$ cat src/rx_command_packet_decoder_macros.svh
// Assertion macros for the command packet decoder.
// Included by rcpd_back, the module that carries concurrent checks; depends on nothing.
`ifndef RX_COMMAND_PACKET_DECODER_MACROS_SVH
`define RX_COMMAND_PACKET_DECODER_MACROS_SVH

// Check a property on every clock edge outside reset.
`define RCPD_ASSERT(lbl, clk, rst_n, prop) \
    lbl: assert property (@(posedge clk) disable iff (!rst_n) prop) \
        else $error("rx_command_packet_decoder: assertion failed");

// Check a property on every clock edge, reset included.
`define RCPD_ASSERT_ALWAYS(lbl, clk, prop) \
    lbl: assert property (@(posedge clk) prop) \
        else $error("rx_command_packet_decoder: assertion failed");

`endif

$ cat src/rcpd_pkg.sv
// Shared types, packet codes and key tables for the command packet decoder.
// Used by every module of the block; depends on nothing.
package rcpd_pkg;

    localparam int STORE_LEN   = 20;
    localparam int KEY_LEN     = 19;
    localparam int NAME_LEN    = 18;
    localparam int POS_W       = 5;
    localparam int QUEUE_DEPTH = 2;

    localparam logic [7:0] TYPE_CONNECT = 8'hA0;
    localparam logic [7:0] TYPE_NAME    = 8'hB1;
    localparam logic [7:0] TYPE_CLOCK   = 8'hC2;
    localparam logic [7:0] TYPE_ALARM   = 8'hD3;
    localparam logic [7:0] TYPE_VITALS  = 8'hE4;
    localparam logic [7:0] TYPE_LINK    = 8'hF5;
    localparam logic [7:0] ALARM_CANCEL = 8'd250;

    typedef logic [7:0] t_byte;

    localparam t_byte CONN_KEY [KEY_LEN] = '{
        8'hb6, 8'h91, 8'hdf, 8'h92, 8'h9a, 8'h92, 8'h90, 8'h8d, 8'h86, 8'hdf,
        8'h90, 8'h99, 8'hdf, 8'h92, 8'h86, 8'hdf, 8'h9e, 8'h88, 8'h8d};
    localparam t_byte LINK_KEY [KEY_LEN] = '{
        8'h96, 8'h87, 8'h9e, 8'hd1, 8'hab, 8'h97, 8'h9a, 8'hdf, 8'h93, 8'h90,
        8'h8c, 8'h8b, 8'hdf, 8'h97, 8'h9a, 8'h9e, 8'h8d, 8'h8b, 8'hd1};

    typedef enum logic [2:0] {
        CMD_CONNECT      = 3'd0,
        CMD_NAME         = 3'd1,
        CMD_CLOCK        = 3'd2,
        CMD_ALARM_CANCEL = 3'd3,
        CMD_ALARM_SET    = 3'd4,
        CMD_VITALS       = 3'd5,
        CMD_LINK         = 3'd6
    } t_cmd;

    typedef enum logic {
        BK_IDLE,
        BK_EMIT
    } t_back_state;

    // Decoded packet: bytes 1..19 kept as received.
    typedef struct packed {
        t_cmd               command;
        logic               key_ok;
        logic [3:0]         alarm_mask;
        logic [19:1][7:0]   data;
    } t_pkt;

    typedef struct packed {
        t_cmd               command;
        logic               key_ok;
        logic [6:0][7:0]    arg;
        logic [3:0]         alarm_mask;
        logic               last;
    } t_res;

endpackage

$ cat src/rcpd_front.sv
// Front end: collects packet bytes, checks keys on the fly and classifies packets.
// Depends on rcpd_pkg.
module rcpd_front import rcpd_pkg::*; (
    input  logic        i_clk,
    input  logic        i_rst_n,
    input  logic        i_accept,
    input  logic [7:0]  i_rx_byte,
    input  logic        i_packet_start,
    output logic        o_push,
    output t_pkt        o_pkt
);

    logic [POS_W-1:0]  r_pos, n_pos;
    logic              r_conn_ok, n_conn_ok;
    logic              r_link_ok, n_link_ok;
    t_byte             r_type;
    logic [19:1][7:0]  r_data;
    logic [POS_W-1:0]  key_idx;
    logic              conn_hit, link_hit;
    logic              known;
    logic              store_beat;

    assign key_idx  = r_pos - POS_W'(1);
    assign conn_hit = (i_rx_byte == CONN_KEY[key_idx]);
    assign link_hit = (i_rx_byte == LINK_KEY[key_idx]);

    always_comb begin
        known              = 1'b1;
        o_pkt.command      = CMD_CONNECT;
        o_pkt.key_ok       = 1'b0;
        o_pkt.alarm_mask   = 4'd0;
        o_pkt.data         = r_data;
        unique case (r_type)
            TYPE_CONNECT: begin
                o_pkt.key_ok = r_conn_ok;
            end
            TYPE_NAME:   o_pkt.command = CMD_NAME;
            TYPE_CLOCK:  o_pkt.command = CMD_CLOCK;
            TYPE_ALARM: begin
                if (r_data[1] == ALARM_CANCEL) begin
                    o_pkt.command = CMD_ALARM_CANCEL;
                end else begin
                    o_pkt.command    = CMD_ALARM_SET;
                    o_pkt.alarm_mask = {r_data[11] != 8'd0, r_data[10] != 8'd0,
                                        r_data[9] != 8'd0, r_data[8] != 8'd0};
                end
            end
            TYPE_VITALS: o_pkt.command = CMD_VITALS;
            TYPE_LINK: begin
                o_pkt.command = CMD_LINK;
                o_pkt.key_ok  = r_link_ok;
            end
            default:     known = 1'b0;
        endcase
    end

    always_comb begin
        n_pos      = r_pos;
        n_conn_ok  = r_conn_ok;
        n_link_ok  = r_link_ok;
        o_push     = 1'b0;
        store_beat = 1'b0;
        if (i_accept) begin
            if (i_packet_start) begin
                n_pos     = POS_W'(1);
                n_conn_ok = 1'b1;
                n_link_ok = 1'b1;
            end else if (r_pos != '0) begin
                if (r_pos < POS_W'(STORE_LEN)) begin
                    store_beat = 1'b1;
                    n_pos      = r_pos + POS_W'(1);
                    n_conn_ok  = r_conn_ok & conn_hit;
                    n_link_ok  = r_link_ok & link_hit;
                end else begin
                    // check beat: push only when the type is known and the byte repeats the type byte
                    n_pos  = '0;
                    o_push = known && (i_rx_byte == r_type);
                end
            end
        end
    end

    always_ff @(posedge i_clk) begin
        if (!i_rst_n) begin
            r_pos     <= '0;
            r_conn_ok <= 1'b0;
            r_link_ok <= 1'b0;
        end else begin
            r_pos     <= n_pos;
            r_conn_ok <= n_conn_ok;
            r_link_ok <= n_link_ok;
        end
    end

    always_ff @(posedge i_clk) begin
        if (i_accept && i_packet_start) begin
            r_type <= i_rx_byte;
        end
        if (store_beat) begin
            r_data[r_pos] <= i_rx_byte;
        end
    end

endmodule

$ cat src/rcpd_fifo.sv
// Short queue of decoded packets between the front and back ends.
// Depends on rcpd_pkg.
module rcpd_fifo import rcpd_pkg::*; #(
    parameter int DEPTH = QUEUE_DEPTH
) (
    input  logic  i_clk,
    input  logic  i_rst_n,
    input  logic  i_push,
    input  t_pkt  i_data,
    input  logic  i_pop,
    output t_pkt  o_data,
    output logic  o_full,
    output logic  o_empty
);

    localparam int PTR_W = (DEPTH > 1) ? $clog2(DEPTH) : 1;
    localparam int CNT_W = $clog2(DEPTH + 1);

    t_pkt              r_mem [DEPTH];
    logic [PTR_W-1:0]  r_wr, n_wr;
    logic [PTR_W-1:0]  r_rd, n_rd;
    logic [CNT_W-1:0]  r_count, n_count;
    logic              do_push, do_pop;

    assign o_full  = (r_count == CNT_W'(DEPTH));
    assign o_empty = (r_count == '0);
    assign o_data  = r_mem[r_rd];
    assign do_push = i_push && !o_full;
    assign do_pop  = i_pop && !o_empty;

    always_comb begin
        n_wr    = r_wr;
        n_rd    = r_rd;
        n_count = r_count;
        if (do_push) begin
            n_wr = (r_wr == PTR_W'(DEPTH - 1)) ? '0 : r_wr + PTR_W'(1);
        end
        if (do_pop) begin
            n_rd = (r_rd == PTR_W'(DEPTH - 1)) ? '0 : r_rd + PTR_W'(1);
        end
        if (do_push && !do_pop) begin
            n_count = r_count + CNT_W'(1);
        end else if (do_pop && !do_push) begin
            n_count = r_count - CNT_W'(1);
        end
    end

    always_ff @(posedge i_clk) begin
        if (!i_rst_n) begin
            r_wr    <= '0;
            r_rd    <= '0;
            r_count <= '0;
        end else begin
            r_wr    <= n_wr;
            r_rd    <= n_rd;
            r_count <= n_count;
        end
    end

    always_ff @(posedge i_clk) begin
        if (do_push) begin
            r_mem[r_wr] <= i_data;
        end
    end

endmodule

$ cat src/rcpd_back.sv
// Back end: expands each decoded packet into results and holds them in an output register.
// Depends on rcpd_pkg and rx_command_packet_decoder_macros.svh.
`include "rx_command_packet_decoder_macros.svh"

module rcpd_back import rcpd_pkg::*; (
    input  logic  i_clk,
    input  logic  i_rst_n,
    input  t_pkt  i_data,
    input  logic  i_empty,
    output logic  o_pop,
    input  logic  i_pop,
    output logic  o_empty,
    output t_res  o_result
);

    t_back_state       r_state, n_state;
    logic [POS_W-1:0]  r_idx, n_idx;
    logic              r_oval, n_oval;
    t_pkt              r_cur;
    t_res              r_out;
    t_res              res;
    logic [POS_W-1:0]  name_sel;
    logic              load, emit;

    assign name_sel = r_idx + POS_W'(1);
    assign o_empty  = !r_oval;
    assign o_result = r_out;

    always_comb begin
        res            = '0;
        res.command    = r_cur.command;
        res.last       = 1'b1;
        unique case (r_cur.command) inside
            CMD_CONNECT, CMD_LINK: begin
                res.key_ok = r_cur.key_ok;
            end
            CMD_NAME: begin
                res.arg[0] = r_cur.data[name_sel];
                res.arg[1] = {3'd0, r_idx};
                res.arg[2] = r_cur.data[19];
                res.last   = (r_idx == POS_W'(NAME_LEN - 1));
            end
            CMD_CLOCK: begin
                res.arg[0] = r_cur.data[1];
                res.arg[1] = r_cur.data[2];
                res.arg[2] = r_cur.data[3];
                res.arg[3] = r_cur.data[4];
                res.arg[4] = r_cur.data[5];
                res.arg[5] = r_cur.data[6];
                res.arg[6] = r_cur.data[9];
            end
            CMD_ALARM_CANCEL: ;
            CMD_ALARM_SET: begin
                res.arg[0]     = r_cur.data[4];
                res.arg[1]     = r_cur.data[5];
                res.arg[2]     = r_cur.data[6];
                res.arg[3]     = r_cur.data[7];
                res.alarm_mask = r_cur.alarm_mask;
            end
            CMD_VITALS: begin
                res.arg[0] = r_cur.data[1];
                res.arg[1] = r_cur.data[2];
                res.arg[2] = r_cur.data[3];
            end
            default: ;
        endcase
    end

    always_comb begin
        n_state = r_state;
        n_idx   = r_idx;
        n_oval  = r_oval;
        o_pop   = 1'b0;
        load    = 1'b0;
        emit    = 1'b0;
        if (r_oval && i_pop) begin
            n_oval = 1'b0;
        end
        unique case (r_state)
            BK_IDLE: begin
                if (!i_empty) begin
                    o_pop   = 1'b1;
                    load    = 1'b1;
                    n_idx   = '0;
                    n_state = BK_EMIT;
                end
            end
            BK_EMIT: begin
                // advance when the output register is free or being drained
                if (!r_oval || i_pop) begin
                    emit   = 1'b1;
                    n_oval = 1'b1;
                    if (res.last) begin
                        n_state = BK_IDLE;
                    end else begin
                        n_idx = r_idx + POS_W'(1);
                    end
                end
            end
            default: n_state = BK_IDLE;
        endcase
    end

    always_ff @(posedge i_clk) begin
        if (!i_rst_n) begin
            r_state <= BK_IDLE;
            r_idx   <= '0;
            r_oval  <= 1'b0;
        end else begin
            r_state <= n_state;
            r_idx   <= n_idx;
            r_oval  <= n_oval;
        end
    end

    always_ff @(posedge i_clk) begin
        if (load) begin
            r_cur <= i_data;
        end
        if (emit) begin
            r_out <= res;
        end
    end

    `RCPD_ASSERT(a_idx_range, i_clk, i_rst_n, r_idx <= POS_W'(NAME_LEN - 1))
    `RCPD_ASSERT(a_single_last, i_clk, i_rst_n, r_oval && r_out.command != CMD_NAME |-> r_out.last)
    `RCPD_ASSERT(a_name_last, i_clk, i_rst_n,
        r_oval && r_out.command == CMD_NAME && r_out.last |-> r_out.arg[1] == 8'(NAME_LEN - 1))
    `RCPD_ASSERT(a_load_start, i_clk, i_rst_n, o_pop |=> r_state == BK_EMIT && r_idx == '0)

endmodule

$ cat src/rx_command_packet_decoder.sv
// Top level of the received command packet decoder: front end, packet queue, back end.
// Depends on rcpd_pkg, rcpd_front, rcpd_fifo and rcpd_back.
//
//   channel   handshake     fields
//   bytes in  push / full   i_rx_byte, i_packet_start
//   results   empty / pop   o_command, o_key_ok, o_arg0..o_arg6, o_alarm_mask, o_last
//
// One byte is taken per cycle while full is low; full is high while the packet queue
// holds QDEPTH decoded packets. A packet's results leave through the back end's output
// register; a name packet gives 18 results, one per cycle while pop drains them, paced
// by the back end's counter. Synchronous active-low reset clears byte position, queue, output valid.
module rx_command_packet_decoder import rcpd_pkg::*; #(
    parameter int QDEPTH = QUEUE_DEPTH
) (
    input  logic        i_clk,
    input  logic        i_rst_n,
    input  logic        push,
    output logic        full,
    input  logic [7:0]  i_rx_byte,
    input  logic        i_packet_start,
    output logic        empty,
    input  logic        pop,
    output logic [2:0]  o_command,
    output logic        o_key_ok,
    output logic [7:0]  o_arg0,
    output logic [7:0]  o_arg1,
    output logic [7:0]  o_arg2,
    output logic [7:0]  o_arg3,
    output logic [7:0]  o_arg4,
    output logic [7:0]  o_arg5,
    output logic [7:0]  o_arg6,
    output logic [3:0]  o_alarm_mask,
    output logic        o_last
);

    logic  q_push, q_pop, q_empty;
    t_pkt  q_in, q_out;
    t_res  result;

    rcpd_front u_front (
        .i_clk          (i_clk),
        .i_rst_n        (i_rst_n),
        .i_accept       (push && !full),
        .i_rx_byte      (i_rx_byte),
        .i_packet_start (i_packet_start),
        .o_push         (q_push),
        .o_pkt          (q_in)
    );

    rcpd_fifo #(
        .DEPTH (QDEPTH)
    ) u_fifo (
        .i_clk   (i_clk),
        .i_rst_n (i_rst_n),
        .i_push  (q_push),
        .i_data  (q_in),
        .i_pop   (q_pop),
        .o_data  (q_out),
        .o_full  (full),
        .o_empty (q_empty)
    );

    rcpd_back u_back (
        .i_clk    (i_clk),
        .i_rst_n  (i_rst_n),
        .i_data   (q_out),
        .i_empty  (q_empty),
        .o_pop    (q_pop),
        .i_pop    (pop),
        .o_empty  (empty),
        .o_result (result)
    );

    assign o_command    = result.command;
    assign o_key_ok     = result.key_ok;
    assign o_arg0       = result.arg[0];
    assign o_arg1       = result.arg[1];
    assign o_arg2       = result.arg[2];
    assign o_arg3       = result.arg[3];
    assign o_arg4       = result.arg[4];
    assign o_arg5       = result.arg[5];
    assign o_arg6       = result.arg[6];
    assign o_alarm_mask = result.alarm_mask;
    assign o_last       = result.last;

endmodule
$ cat config.mk
export PLATFORM = sky130hd
export DESIGN_NAME = rx_command_packet_decoder
export DESIGN_NICKNAME = d
export VERILOG_FILES = /design/src/rcpd_pkg.sv /design/src/rcpd_front.sv /design/src/rcpd_fifo.sv /design/src/rcpd_back.sv /design/src/rx_command_packet_decoder.sv
export VERILOG_INCLUDE_DIRS = /design/src /design/src/src
export SDC_FILE = /design/constraint.sdc
export NUM_CORES = 1
export LEC_CHECK = 0
export BUFFER_PORTS_ARGS = -buffer_cell sky130_fd_sc_hd__buf_2
export CAP_MARGIN = 20
export CORE_MARGIN = 2
export CORE_UTILIZATION = 46
export CTS_BUF_LIST = sky130_fd_sc_hd__clkbuf_4
export CTS_CLUSTER_SIZE = 8
export DETAILED_ROUTE_END_ITERATION = 7
export GPL_TIMING_DRIVEN = 1
export SYNTH_ARGS = -nofsm -noshare
export SYNTH_HDL_FRONTEND = slang
export SYNTH_HIERARCHICAL = 1
export SYNTH_SLANG_ARGS = --single-unit
$ cat constraint.sdc
create_clock -name i_clk -period 23.1 [get_ports i_clk]
set_clock_uncertainty 0.05 [all_clocks]
set_input_delay 4.62 -clock i_clk [delete_from_list [all_inputs] [get_ports i_clk]]
set_output_delay 4.62 -clock i_clk [all_outputs]
set_load 0.01 [all_outputs]
==> metrics.md, run 1 <==
| Metric | Value |
|---|---|
| Status | `finished, final reports clean` |
| 1st-pass router iterations | `5` |
| Gp weighted congestion | `about 0.85` |
| Seq/Total Area, Yosys | `0.758` |
| HP Class | `register to register` |
| Max VDD drop | `approximately 36 uV` |
| Worst EP arrival | `around 7.7 ns` |
| Post-Syn Area per Cell | `approximately 19 sq um` |
| Initial antenna violation count | `3` |
| Gate Count Post-Synth | `between 1500 and 2000` |
| Detailed Place HPWL | `about 37000 microns` |
| I/O Buffers | `79` |
| Layout cells sized above 1 | `0.329` |
| Placed instance area | `29600 sq um` |
| Post-synth cell types | `between 70 and 80` |
| Unrepaired setup endpoints after global routing | `no` |
| DR WL/cell | `roughly 23 microns` |
| WL final | `between 50000 and 60000 microns` |
| Final setup fails | `0` |
| DRC violations left | `0` |
| Pin count of the biggest net entering global routing | `about 160` |
| Post-synth top flop | `edfxtp_1` |
| Worst EP required | `around 24 ns` |
| Clock Pin Slew Worst Setup and Hold Paths | `0.06 ns` |
| Worst slew pin tran | `between 1 and 1.5 ns` |
| Commonest non-fill, non-tap cell in the layout | `edfxtp_1` |
| Kind of critical path | `primary input to register` |
| Area leader, netlist | `edfxtp_1` |
| Via/cell ratio | `around 5.4` |
| Placed Cells | `roughly 2300` |
| Max Clk Rate | `approximately 0.14 GHz` |
| Core Box Area | `61400 sq um` |
| Reg area | `approximately 22000 sq um` |
| Total Routing Usage GR | `0.190` |
| CTS Hold Bufs | `0` |
| Number of flops mapped to enable cells by yosys | `slightly above 700` |
| First-pass GRT wire length | `88900 microns` |
| Final hold vios | `0` |
| Post-cts resize count | `0` |
| Crit start category | `primary input` |
| Synth area leaders | `edfxtp_1, mux2_4, mux2_2, mux4_2, dfxtp_1` |
| Chip width | `about 250 microns` |
| Crit path capture type | `register` |
| Clock tree buffer depth | `3` |
| Full die area | `approximately 64000 sq um` |
| Tcrit/Tclk final | `0.311` |
| Synthesized area | `around 28000 sq um` |
| Syn Nets | `between 1500 and 2000` |
| Max-cap check violation count | `0` |
| Crit path max fanout | `66` |
| Vias in the first global route | `between 10000 and 15000` |
| Clock Latency Late Sink | `0.96 ns` |
| Fill cells | `4955` |
| Area grow syn2layout | `12.2%` |
| DRT antenna net count | `0` |
| Post-layout min period | `roughly 7 ns` |
| Setup repair bufs after CTS | `0` |
| Clock Sinks | `724` |
| Starting density of the core | `0.463` |
| H-Tree Depth | `4` |
| P_leak | `between 10 and 15 nW` |
| Remaining Overflow, GRT | `0` |
| Async set-reset flop share out of synthesis | `0` |
| Syn. warnings | `6` |
| Clock root buffer | `clkbuf_4` |
| Fin Hold WS | `around 0.36 ns` |
| Final TNS setup | `0 ns` |
| Max-slew violation count | `0` |
| DR vias | `about 14000` |
| Most frequent cells in the layout | `edfxtp_1, clkbuf_4, mux2_4, mux2_2, buf_2` |
| Nets | `around 1800` |
| Initial drt markers | `1118` |
| Synth top area share | `0.745` |
| FP Rows | `between 90 and 100` |
| Die height | `between 200 and 300 microns` |
| Worst slew margin | `0.273` |
| # IOs | `80` |
| CTS tree | `built` |
| Multi-input gate area | `between 6000 and 7000 sq um` |
| Cell Pwr Density | `78.1 nW/um^2` |
| Post-route cell area | `approximately 32000 sq um` |
| Final Non-Filler Cells | `2641` |
| #FFs+latches synth | `slightly above 700` |
| CTS Buf Count | `roughly 180` |
==> sequential cells by signal (all words and copies together), names as in the netlist, named ones only <==
register / flops
u_fifo/r_rd: 1
u_front/r_type: 8
u_back/r_oval: 1
u_fifo/r_wr: 1
u_front/r_conn_ok: 1
u_fifo/r_count: 2
u_front/r_pos: 5
u_fifo/r_mem: 320
u_front/r_link_ok: 1
u_back/r_cur: 160
u_back/r_idx: 5
u_front/o_pkt: 152
u_back/o_result: 65
u_back/r_state: 1
==> area by class of cell <==
class	instances	area share
clock inverters	45	0.00946
inverters	17	0.00216
well taps	790	0.0310
clock buffers	257	0.0605
multi-input cells	702	0.201
flip-flops and latches	724	0.676
diodes	2	0.000157
repair buffers	104	0.0199
==> critical path: stages <==
cell,delay (ns)
buf_2,0.08
buf_4,0.37
xor2_1,0.11
or4_1,0.51
nor4_1,0.53
and3_4,0.64
buf_4,0.38
buf_16,0.33
==> where the power goes <==
group | switching [mW] | total, mW | internal [mW]
registers | 0.00214 | 1.43 | 1.42
clock network | 0.474 | 1.03 | 0.552
logic | 0.0267 | 0.0394 | 0.0126
==> routing by layer <==
layer | vias up | GRT usage | wire length (microns) | share of wire
met4 | 2 | 0.0768 | 1500 | 0.025
met1 | 7205 | 0.264 | 26900 | 0.45
li1 | 6532 | - | - | -
met2 | 478 | 0.288 | 27800 | 0.47
met5 | - | 0 | 7 | 0.00012
met3 | 90 | 0.0488 | 3540 | 0.059
==> synthesized netlist by cell type, drive strengths merged (5+ instances only) <==
master,n
o21ai,42
inv,17
nand2,46
nand2b,15
a21boi,7
nand3b,14
edfxtp,705
nor3b,7
nor2,43
a31oi,11
a22o,8
nand3,15
xnor2,8
xor2,10
buf,39
o211ai,14
a22oi,33
mux4,32
mux2i,15
a21oi,25
or3,6
a221o,9
nor2b,15
nor4,11
mux2,180
clkbuf,31
and2,39
or2,13
dfxtp,19
nand4,5
ha,12
nor3,10
==> worst paths after layout <==
kind                                  from                             end  slack, ns  depth (start not counted)
max                           i_rx_byte[2]   u_fifo/r_mem[1][76]$_DFFE_PP_      15.92                          8
min           u_front/o_pkt[143]$_DFFE_PP_  u_fifo/r_mem[0][143]$_DFFE_PP_       0.36                          0
max reg2reg  u_front/r_pos[0]$_SDFFE_PN0P_    u_front/o_pkt[114]$_DFFE_PP_      18.89                          7
min reg2reg   u_front/o_pkt[143]$_DFFE_PP_  u_fifo/r_mem[0][143]$_DFFE_PP_       0.36                          0
==> per-stage QoR <==
stage	utilization	setup slack (ns)	power (mW)
2_1_floorplan	-	10.40	1.48
3_3_place_gp	0.482	14.72	1.49
3_5_place_dp	0.482	14.72	1.49
4_1_cts	0.519	15.75	2.53
5_1_grt	0.520	15.81	2.60
6_report	0.520	15.92	2.49
==> cell families (layout without fill, tap and decap cells) <==
group                    Yosys count  in the layout  share of synthesized area
flip-flops                       724            724                      0.758
AND/OR/NAND/NOR                  257            257                     0.0510
multiplexers                     227            227                      0.116
AO/OA/AOI/OAI                    188            188                     0.0463
buffers and inverters             87            423                     0.0176
XOR/XNOR                          18             18                    0.00607
adder cells (fa/ha/maj)           12             12                    0.00528
other                              0              2                          0
Note: power is estimated with default switching activity, not from simulation.
==> run 2, diff against run 1 <==
clock period = 6.6 ns   (was 23.1 ns; I/O delays follow)
==> run 2 against run 1 <==
Design area is 0.13% lower. Register-to-register slack worse by 16 ns. Setup slack worse by 13 ns. Non-clock buffer count is 3 higher. Combinational power grew to 3.7 times the previous value. Routed wire length is 2.4% higher. Global-route usage is 0.62 points higher. Count of clock-buffer cells in the layout is 12 lower. Die area stayed put. Largest cell class unchanged. Highest routed layer unchanged.
==> metrics.md, run 2 (same netlist as run 1, synthesis figures left out) <==
| Metric | Value |
|---|---|
| Status | `finished, final reports clean` |
| Final WS setup | `around 2.4 ns` |
| Most frequent cells in the layout | `edfxtp_1, clkbuf_4, mux2_4, mux2_2, buf_2` |
| Layout cells sized above 1 | `0.329` |
| CTS tree | `built` |
| CTS Buf Count | `~170` |
| Die height | `253 microns` |
| Crit path max fanout | `20` |
| Core Box Area | `~61000 sq um` |
| WL final | `61200 microns` |
| Vias in the first global route | `14736` |
| Cell Pwr Density | `between 200 and 300 nW/um^2` |
| Max VDD drop | `between 100 and 150 uV` |
| Unrepaired setup endpoints after global routing | `no` |
| Hold depth | `0` |
| Placed instance area | `~30000 sq um` |
| DR WL/cell | `23.3 microns` |
| DRT antenna net count | `0` |
| CP most frequent cell | `nand2_1` |
| Nets | `between 1500 and 2000` |
| Starting density of the core | `0.463` |
| H-Tree Depth | `4` |
| Met1 Track Usage GR | `0.272` |
| DR vias | `between 10000 and 15000` |
| Remaining Overflow, GRT | `0` |
| Gp weighted congestion | `roughly 0.89` |
| Initial antenna violation count | `3` |
| Worst EP arrival | `4.69 ns` |
| Max-cap check violation count | `0` |
| Clock Latency Late Sink | `0.97 ns` |
| Clock Sinks | `724` |
| Crit start category | `register` |
| Via/cell ratio | `approximately 5.5` |
| Clock root buffer | `clkbuf_4` |
| Tcrit/Tclk final | `0.633` |
| Detailed Place HPWL | `approximately 38000 microns` |
| Crit path capture type | `register` |
| Max reg flops | `320` |
| Worst slew margin | `0.266` |
| Total Routing Usage GR | `0.196` |
| Crit path max-delay cell type | `nor2_1` |
| Area grow syn2layout | `12.0%` |
| Biggest register | `u_fifo/r_mem` |
| Chip width | `between 200 and 300 microns` |
| Kind of critical path | `register to register` |
| P_leak | `10.5 nW` |
| Critical path, cell by cell | `inv_1 > ha_1 > or4b_2 > nand2_1 > nor3b_1 > nand2_1 > nor2_1` |
| Worst slew pin tran | `1.10 ns` |
| FF-to-FF Start | `u_front/r_pos[1]$_SDFFE_PN0P_` |
| Commonest non-fill, non-tap cell in the layout | `edfxtp_1` |
| Setup repair bufs after CTS | `0` |
| Setup WS pre-CTS | `a little under 2 ns` |
| CP max stage delay | `0.90 ns` |
| Clock Pin Slew Worst Setup and Hold Paths | `around 0.06 ns` |
| Worst setup path start | `u_front/r_pos[1]$_SDFFE_PN0P_` |
| Global route hottest layer | `met2` |
| 1st-pass router iterations | `5` |
| Initial drt markers | `around 1300` |
| Final setup fails | `0` |
| I/O Buffers | `79` |
| Instance count on the critical path | `7` |
| Full die area | `63800 sq um` |
| Max Clk Rate | `0.240 GHz` |
| Met2 Use GR | `0.305` |
| Pin count of the biggest net entering global routing | `approximately 140` |
| CTS Hold Bufs | `0` |
| Clock tree buffer depth | `3` |
| Final hold vios | `0` |
| Placed Cells | `roughly 2300` |
| Hold_sp | `u_front/o_pkt[47]$_DFFE_PP_` |
| Reg2reg path depth | `7` |
| Max-slew violation count | `0` |
| Post-cts resize count | `0` |
| Largest delay share family, worst path | `simple AND/OR/NAND/NOR gates` |
| # IOs | `80` |
| Worst EP required | `7.12 ns` |
| Post-layout min period | `4.18 ns` |
| M3 GR Usage | `0.0505` |
| Crit path buf inv count | `1` |
| FP Rows | `just over 90` |
| HP Class | `register to register` |
| Post-route cell area | `about 32000 sq um` |
| DRC violations left | `0` |
| First-pass GRT wire length | `just over 90000 microns` |
| Final Non-Filler Cells | `~2600` |
| Fin Hold WS | `roughly 0.36 ns` |
[run 2: changes by cell type in the layout (fill, tap and decap cells not counted), sizes merged]
cell / change
inv: +2
clkinvlp: -1
clkbuf: -12
clkinv: -8
buf: +3
diode: +1
bufinv: +1
[run 2: final cells by class]
type | instances | area [sq um]
timing repair buffer | 107 | 688
tap | 790 | 988
sequential | 724 | 21600
antenna | 3 | 7.51
clock buffer | 245 | 1840
inverter | 17 | 68.8
clock inverter | 39 | 290
fill | 4934 | 29500
multi-input combinational | 702 | 6410
[run 2: stage by stage]
| stage | utilization | power (mW) | TNS, ns |
|---|---|---|---|
| 4_1_cts | 0.518 | 8.77 | 0 |
| 6_report | 0.519 | 8.64 | 0 |
| 5_1_grt | 0.519 | 9.01 | 0 |
| 3_5_place_dp | 0.483 | 5.23 | 0 |
| 3_3_place_gp | 0.483 | 5.23 | 0 |
| 2_1_floorplan | - | 5.17 | -29.74 |
[run 2: report_power, final]
part	switching, mW	internal, mW
sequential	0.00461	4.98
clock	1.62	1.88
combinational	0.0981	0.0455
total	1.73	6.91
[run 2: worst paths after layout]
kind,end,slack [ns]
hold / removal,u_fifo/r_mem[0][47]$_DFFE_PP_,0.36
setup reg to reg,u_front/o_pkt[112]$_DFFE_PP_,2.42
setup / recovery,u_front/o_pkt[112]$_DFFE_PP_,2.42
hold reg to reg,u_fifo/r_mem[0][47]$_DFFE_PP_,0.36
[run 2: layer usage]
metal  part of all wire  vias up  routed length, microns
met5            0.00011        -                       7
met4              0.018        2                    1120
met1               0.45     7337                   27500
li1                   -     6519                       -
met2               0.47      482                   28800
met3              0.061       90                    3750
[run 2: worst register-to-register path, stage by stage, from the launching register on]
cell and delay, ns:
dfxtp_1 0.80, inv_1 0.29, ha_1 0.39, or4b_2 0.28, nand2_1 0.07, nor3b_1 0.53, nand2_1 0.48, nor2_1 0.90
